**src/sv/rpl_pkg.sv**
```systemverilog
`timescale 1ns / 1ps
// ----------------------------------------------------------------------------
// rpl_pkg
// Shared types and constants for the route prefix lookup chain.
// ----------------------------------------------------------------------------
package rpl_pkg;

    // Table depth, one cell per entry
    localparam int ROUTE_ENTRIES = 16;
    localparam int IDX_W         = 4;
    localparam int COUNT_W       = 5;
    localparam int CFG_DATA_W    = 5;
    localparam int CFG_INDEX_W   = 1;

    // Command codes
    localparam logic CMD_WRITE  = 1'b0;
    localparam logic CMD_LOOKUP = 1'b1;

    // Match modes
    localparam logic MODE_LONGEST = 1'b0;
    localparam logic MODE_FIRST   = 1'b1;

    // Configuration register indexes
    localparam logic [CFG_INDEX_W-1:0] CFG_ROUTE_COUNT = 1'b0;
    localparam logic [CFG_INDEX_W-1:0] CFG_MATCH_MODE  = 1'b1;

    // Input transaction
    typedef struct packed {
        logic             command;
        logic [IDX_W-1:0] entry_index;
        logic [31:0]      route_prefix;
        logic [31:0]      route_mask;
        logic [3:0]       route_port;
        logic [31:0]      lookup_addr;
    } rpl_in_t;

    // Result transaction
    typedef struct packed {
        logic             hit;
        logic [IDX_W-1:0] match_index;
        logic [3:0]       match_port;
    } rpl_out_t;

    // Configuration seen by every cell
    typedef struct packed {
        logic [COUNT_W-1:0] route_count;
        logic               match_mode;
    } rpl_cfg_t;

    // Token handed from cell to cell
    typedef struct packed {
        logic             valid;
        rpl_in_t          item;
        logic             found;
        logic [IDX_W-1:0] best_index;
        logic [31:0]      best_mask;
        logic [3:0]       best_port;
    } rpl_token_t;

endpackage

```
**src/sv/rpl_cell.sv**
```systemverilog
`timescale 1ns / 1ps
// ----------------------------------------------------------------------------
// rpl_cell
// One table entry and one stage of the search chain: applies writes aimed at
// its slot and folds its entry into the passing lookup's best match.
// ----------------------------------------------------------------------------
module rpl_cell
(
    input  logic                      clk,
    input  logic                      rst_n,
    input  logic [rpl_pkg::IDX_W-1:0] cell_index,
    input  rpl_pkg::rpl_cfg_t         cfg,
    input  rpl_pkg::rpl_token_t       tok_in,
    output rpl_pkg::rpl_token_t       tok_out
);

    logic [31:0] prefix_reg;
    logic [31:0] mask_reg;
    logic [3:0]  port_reg;

    rpl_pkg::rpl_token_t tok_reg;
    rpl_pkg::rpl_token_t tok_next;

    logic is_write;
    logic is_lookup;
    logic in_range;
    logic match;
    logic take;

    assign is_write  = tok_in.valid && (tok_in.item.command == rpl_pkg::CMD_WRITE);
    assign is_lookup = tok_in.valid && (tok_in.item.command == rpl_pkg::CMD_LOOKUP);
    assign in_range  = {1'b0, cell_index} < cfg.route_count;

    // Match test and selection for this entry
    always_comb
    begin
        if (cfg.match_mode == rpl_pkg::MODE_LONGEST)
        begin
            match = (tok_in.item.lookup_addr & mask_reg) == (prefix_reg & mask_reg);
            take  = match && (!tok_in.found || (mask_reg > tok_in.best_mask));
        end
        else
        begin
            match = (tok_in.item.lookup_addr & mask_reg) == prefix_reg;
            take  = match && !tok_in.found;
        end
    end

    always_comb
    begin
        tok_next = tok_in;
        if (is_lookup && in_range && take)
        begin
            tok_next.found      = 1'b1;
            tok_next.best_index = cell_index;
            tok_next.best_mask  = mask_reg;
            tok_next.best_port  = port_reg;
        end
    end

    // Entry storage, no reset: an entry must be read only after written; the block does not enforce this
    always_ff @(posedge clk)
    begin
        if (is_write && (tok_in.item.entry_index == cell_index))
        begin
            prefix_reg <= tok_in.item.route_prefix;
            mask_reg   <= tok_in.item.route_mask;
            port_reg   <= tok_in.item.route_port;
        end
    end

    // Stage register
    always_ff @(posedge clk or negedge rst_n)
    begin
        if (!rst_n)
        begin
            tok_reg <= '0;
        end
        else
        begin
            tok_reg <= tok_next;
        end
    end

    assign tok_out = tok_reg;

endmodule

```
**src/sv/route_prefix_lookup.sv**
```systemverilog
`timescale 1ns / 1ps
// ----------------------------------------------------------------------------
// route_prefix_lookup
// IPv4 route table with longest-prefix or first-match search.
// ----------------------------------------------------------------------------
// A chain of 16 cells, one per table entry, carries every transaction (write
// or lookup) from slot 0 to slot 15, one cell per cycle. busy is never
// raised, so a new transaction is taken on every clock; done is high when
// the transaction leaves the stage register of slot 15, and results come
// out in the order taken. Results cannot be stalled: the receiver must
// take each one in the cycle done is high.
// Writes travel the chain in order with lookups, so a lookup always sees
// exactly the writes taken before it. Configuration must only be written
// while no transaction is in flight.
// ----------------------------------------------------------------------------
module route_prefix_lookup
(
    input  logic                            clk,
    input  logic                            rst_n,
    input  logic                            cfg_we,
    input  logic [rpl_pkg::CFG_INDEX_W-1:0] cfg_index,
    input  logic [rpl_pkg::CFG_DATA_W-1:0]  cfg_data,
    input  logic                            start,
    output logic                            busy,
    input  rpl_pkg::rpl_in_t                request,
    output logic                            done,
    output rpl_pkg::rpl_out_t               result
);

    rpl_pkg::rpl_cfg_t   cfg_reg;
    rpl_pkg::rpl_token_t tok [rpl_pkg::ROUTE_ENTRIES+1];

    // Configuration registers
    always_ff @(posedge clk or negedge rst_n)
    begin
        if (!rst_n)
        begin
            cfg_reg.route_count <= '0;
            cfg_reg.match_mode  <= rpl_pkg::MODE_LONGEST;
        end
        else if (cfg_we)
        begin
            unique case (cfg_index)
                rpl_pkg::CFG_ROUTE_COUNT: cfg_reg.route_count <= cfg_data;
                rpl_pkg::CFG_MATCH_MODE:  cfg_reg.match_mode  <= cfg_data[0];
                default: ;
            endcase
        end
    end

    // Chain always advances
    assign busy = 1'b0;

    // Head token
    always_comb
    begin
        tok[0].valid      = start;
        tok[0].item       = request;
        tok[0].found      = 1'b0;
        tok[0].best_index = '0;
        tok[0].best_mask  = '0;
        tok[0].best_port  = '0;
    end

    // Cell chain
    for (genvar g = 0; g < rpl_pkg::ROUTE_ENTRIES; g++)
    begin : g_cell
        rpl_cell u_cell
        (
            .clk        (clk),
            .rst_n      (rst_n),
            .cell_index (rpl_pkg::IDX_W'(g)),
            .cfg        (cfg_reg),
            .tok_in     (tok[g]),
            .tok_out    (tok[g+1])
        );
    end

    // Result from the last stage; writes never set found
    assign done               = tok[rpl_pkg::ROUTE_ENTRIES].valid;
    assign result.hit         = tok[rpl_pkg::ROUTE_ENTRIES].found;
    assign result.match_index = tok[rpl_pkg::ROUTE_ENTRIES].best_index;
    assign result.match_port  = tok[rpl_pkg::ROUTE_ENTRIES].best_port;

endmodule

```
**config.mk**
```make
export PLATFORM = sky130hd
export DESIGN_NAME = route_prefix_lookup
export DESIGN_NICKNAME = d
export VERILOG_FILES = /design/src/sv/rpl_pkg.sv /design/src/sv/rpl_cell.sv /design/src/sv/route_prefix_lookup.sv
export SDC_FILE = /design/constraint.sdc
export NUM_CORES = 2
export LEC_CHECK = 0
export ABC_AREA = 1
export BUFFER_PORTS_ARGS = -buffer_cell sky130_fd_sc_hd__buf_4
export CORE_MARGIN = 2
export CORE_UTILIZATION = 45
export DETAILED_ROUTE_END_ITERATION = 8
export MAX_ROUTING_LAYER = met4
export PLACE_DENSITY = 0.62
export SYNTH_ARGS = -nofsm -noshare
export SYNTH_HDL_FRONTEND = slang
export SYNTH_SLANG_ARGS = --single-unit
```
**constraint.sdc**
```tcl
create_clock -name clk -period 11.74 [get_ports clk]
set_input_delay 1.174 -clock clk [delete_from_list [all_inputs] [get_ports clk]]
set_output_delay 1.174 -clock clk [all_outputs]
set_load 0.02 [all_outputs]
```
# Word-level counts from Yosys, hierarchy flattened
# Index checks and enable logic that the tools add are counted.
# word_totals
regBits	3309
in_bits	115
n_memories	0
output_inout_bits	11
rom_bits	0
wordCells	521
ramBits	0
latchBits	0
# classes
n_reduce_logical	143
n_eq_ne	47
n_shift	0
mux	32
bitwise	49
div_mod_pow	0
mul	0
n_lt_le_gt_ge	31
add_sub_neg	0
# op_table
cell	count
$and 32x32->32	32
$eq 32x32->1	32
$mux 41	16
$gt 32x32->1	15
$logic_and 1x1->1	110
$lt 4x5->1 const A	8
$eq 4x4->1 const B	8
$lt 3x5->1 const A	4
$not 1->1	17
$eq 4x3->1 const B	4
$mux 1	16
$logic_not 1->1	15
$logic_or 1x1->1	15
$lt 1x5->1 const A	2
$lt 2x5->1 const A	2
$eq 4x2->1 const B	2
$eq 4x1->1 const B	1
$logic_not 4->1	1
$reduce_and 2->1	2

# Logic depth before layout (Yosys ltp)
# logic_depth
word_depth	6
depth_mapped	22

# By module
# Synthesis repeated with hierarchy kept, for this count alone.
# hier_totals
hier_cells	12021
area_unflattened_um2	134226.2
# by_module_without_submodules
module	n_inst	cells_per_inst	seq_area_each_um2	area_each_um2
rpl_cell (g_cell[0].u_cell ...)	11	748	5720.5	8369.3
rpl_cell (g_cell[6].u_cell ...)	4	750	5720.5	8356.8
rpl_cell (g_cell[13].u_cell)	1	762	5720.5	8466.9
route_prefix_lookup	1	31	150.1	270.3

# Worst setup path after synthesis
# Ideal clock, no wire load.
# synth_timing
path_kind	input to register
start	in request[101] (netlist name)
end	reg g_cell[0].u_cell.mask_reg[0], enable pin
path_buffers	0
arrival_ns	5.950
t_required_ns	11.162
setup_slack_ns	5.211
stages	3
cell_sequence	nor2_1 -> nand3b_1 -> nor3_1
# synth_via
elab_chain_len	2
# synth_rtl
item	line_no	source
start, declared	route_prefix_lookup.sv:25	input rpl_pkg::rpl_in_t request,
$logic_not 4->1	rpl_cell.sv:64	if (is_write && (tok_in.item.entry_index == cell_index))
$logic_and 1x1->1	rpl_cell.sv:64	
end signal, assigned	rpl_cell.sv:67	mask_reg <= tok_in.item.route_mask;
end, declared	rpl_cell.sv:18	logic [31:0] mask_reg;
# Every way passes these cells.
# A chain may end at the register's enable or synchronous reset.

==> flow_summary.toml <==
[synth]
seq_area_frac_synth = 0.703
synthSimpleGateAreaFrac = 0.191
syn-num-nets = 11400
synth_mux_area_frac = 0
ys_warn_count = 0
syn_area_sq_um = 125000
synth_top_family_by_area = "simple AND/OR/NAND/NOR gates"
syn_inst = 10900
synthAdderAreaFrac = 0.0481
synth-xor-area-share = 0
yosysUniqueCellTypes = 43
syn-mean-instance-area_sq_um = 11.5
ys_seq_elements = 3294
synth_compound_area_frac = 0.0245

[timing]
hold_slack_ps = 260
rsz0062_at_grt = "no"
setup_violations = 0
worst_pin_slew_ps = 1300
fin_skew_ps = 41.3
maxSlewHeadroom = 0.123
final-hold-violation-count = 0
max_clock_freq_ghz = 0.220
period_minus_slack_ps = 4550
min_period_over_period = 0.388
setup-tns-final_ps = 0
slew_violations = 0

[grt]
grt_pass1_wl_um = 571000
grt_pass1_vias = 80100
grt_antenna_before_repair = 7
grtUsageTotal = 0.297
grt_start_max_net_pins = 170
overflow = 0

[critical_path]
critPathMaxStageDelay_ps = 850
required_ps = 12530
critical_path_peak_fanout = 40
path_class = "register to register"
r2r-end = "g_cell[7].u_cell.tok_out[18]"
crit_buf_inv = 1
worstReg2RegStart = "g_cell[7].u_cell.mask_reg[15]"
worstSetupEndpointType = "register"
r2r_cells = 16
path_cells = "ha_1 > nand2_1 > inv_1 > nand3_1 > nor2_1 > nand2_1 > nand2_1 > nand2_1 > nand2_1 > nand2_1 > nand2_1 > nand2_1 > nand2_2 > nand2_2 > nand2_1 > nand2_1"
endpoint = "g_cell[7].u_cell.tok_out[18]"
crit_cells = 16
cp_common_cell = "nand2_1"
crit_path_start_kind = "register"
cpLargestDelayFamily = "simple AND/OR/NAND/NOR gates"
worstPathArrival_ps = 5340
ff2ff_setup_slack_ps = 7190
critPathLaunch = "g_cell[7].u_cell.mask_reg[15]"
slowest_stage = "nand2_2"

[pwr]
leakagePower_nw = 63.5
total_power_mw = 25.5
peakVddDrop_mv = 0.129
p_per_area_nw_per_um2 = 179

[clock_network]
cts_tree = "yes"
cts-root-buf = "clkbuf_16"
clk_pin_slew_worst_paths_ps = 60
cts_buffer_depth = 4
clk_latency_ps = 920
cts_hold_buf = 0
cts_post_setup_buffers_inserted = 0
post_cts_resized = 0
htree_levels = 5
cts_sinks = 3294
numCtsBuffers = 344

[routing]
wire_per_inst_um = 26.3
drt-total-wl_um = 401000
drt-initial-drc-count = 4587
ant_nets = 0
via_per_inst = 5.10
vias = 77700
drc = 0
dr.pass1.iters = 5

[cells_and_area]
finalNonFillerCells = 15200
drive_above_1_share = 0.0977
finalNetCount = 11800
syn2layout_area_growth_pct = 13.9
final_common_cell = "nand2_1"
largest_register_ffs = 2200
layout_common_cells = "nand2_1 (3030), dfrtp_1 (2205), edfxtp_1 (1088)"
final_core_util = 0.515

[placement]
io_buffer_count = 124
gp_congestion = 1.00
dp_hpwl_um = 320000
dp.cells = 14600

[status]
outcome = "finished clean"

[floorplan]
die_w_um = 531
core_area_sq_um = 276000
die-area_sq_um = 282000
die_y_um = 531
row_count = 193
io_pins = 126
initial_core_util = 0.452

[min_path]
min-delay-path-class = "input pin to async pin"

[run]
drv_cap = 0
## synthesized netlist by cell type
master	count	area, sq um
nand3_1	1074	5380
o311a_1	1	10.0
nor3_1	47	235
o221ai_1	1	8.76
inv_1	870	3270
clkbuf_1	42	158
a221oi_1	9	78.8
nand2_2	6	37.5
nor2_1	627	2350
and2_1	9	56.3
a21oi_2	2	17.5
a21boi_0	11	82.6
nor4_1	2	12.5
o22a_1	1	8.76
a21oi_1	226	1130
buf_2	93	465
dfrtp_1	2206	55200
or2_2	312	1950
buf_1	9	33.8
edfxtp_1	1088	32700
o21bai_1	1	7.51
a21o_1	16	120
or2_1	3	18.8
and3_1	8	50.1
buf_6	5	56.3
ha_1	480	6010
nand3b_1	50	375
or2_0	1	6.26
o22ai_1	39	244
a21oi_4	4	65.1
o21a_1	38	285
or3_1	1	6.26
o21ai_0	170	851
o211ai_1	13	97.6
nor2_4	1	11.3
nand4_1	294	1840
buf_4	17	128
o2111ai_1	4	35.0
nor3b_1	14	105
conb_1	1	3.75
nand2_1	3051	11500
inv_2	1	3.75
a31oi_1	2	12.5
## metal layers
metal	part of all wire	routed length, um	vias to the layer above	track usage
li1	-	-	36900	-
met3	0.028	11100	907	0.0308
met1	0.33	134000	38100	0.284
met5	0	0	-	-
met4	0.10	41500	0	0.247
met2	0.54	215000	1869	0.536
## report_power, final
part           leakage [nW]  switching, mW  internal [mW]  total, mW
combinational          21.2           1.10          0.450       1.55
sequential             36.5          0.430           12.4       12.9
clock                  5.74           4.60           6.52       11.1
total                  63.5           6.13           19.4       25.5
## per-stage QoR
stage                     cell area, sq um  worst slack [ps]
after floorplan                     125000              5210
after global placement              131000              7160
after detailed placement            131000              7180
after CTS                           142000              7140
after global routing                142000              6910
final                               142000              7190
## logic make-up (layout without fill, tap and decap cells)
kind of cell,Yosys count,in the layout
fa+ha+maj,480,480
simple gates,5500,5500
flops,3294,3294
other cells,1,7
compound gates,538,538
buf+inv,1037,1722
## how the worst min path moves through the flow
stage                                          endpoint                          start  slack (ps)
after floorplan           g_cell[1].u_cell.tok_out[142]  g_cell[0].u_cell.tok_out[142]         350
after global placement    g_cell[12].u_cell.tok_out[96]  g_cell[11].u_cell.tok_out[96]         350
after detailed placement  g_cell[5].u_cell.tok_out[103]  g_cell[4].u_cell.tok_out[103]         360
after CTS                 g_cell[13].u_cell.tok_out[81]                          rst_n         230
after global routing      g_cell[13].u_cell.tok_out[81]                          rst_n         260
final                     g_cell[13].u_cell.tok_out[81]                          rst_n         260
## worst register-to-register path, cell delays in order, from the launching register on
cell and delay (ps):
edfxtp_1 430, ha_1 330, nand2_1 50, inv_1 70
nand3_1 110, nor2_1 750, nand2_1 120, nand2_1 320
nand2_1 100, nand2_1 70, nand2_1 50, nand2_1 50
nand2_1 70, nand2_2 670, nand2_2 870, nand2_1 290
nand2_1 100
## area by class of cell
type	instances	area, sq um
diodes	6	15.0
clock buffers	490	9910
clock inverters	156	1830
fillers	24100	134000
inverters	871	3270
multi-input cells	6519	33100
flip-flops and latches	3294	87900
well taps	3705	4640
repair buffers	205	1660
Power figures use the tool's default switching activity.
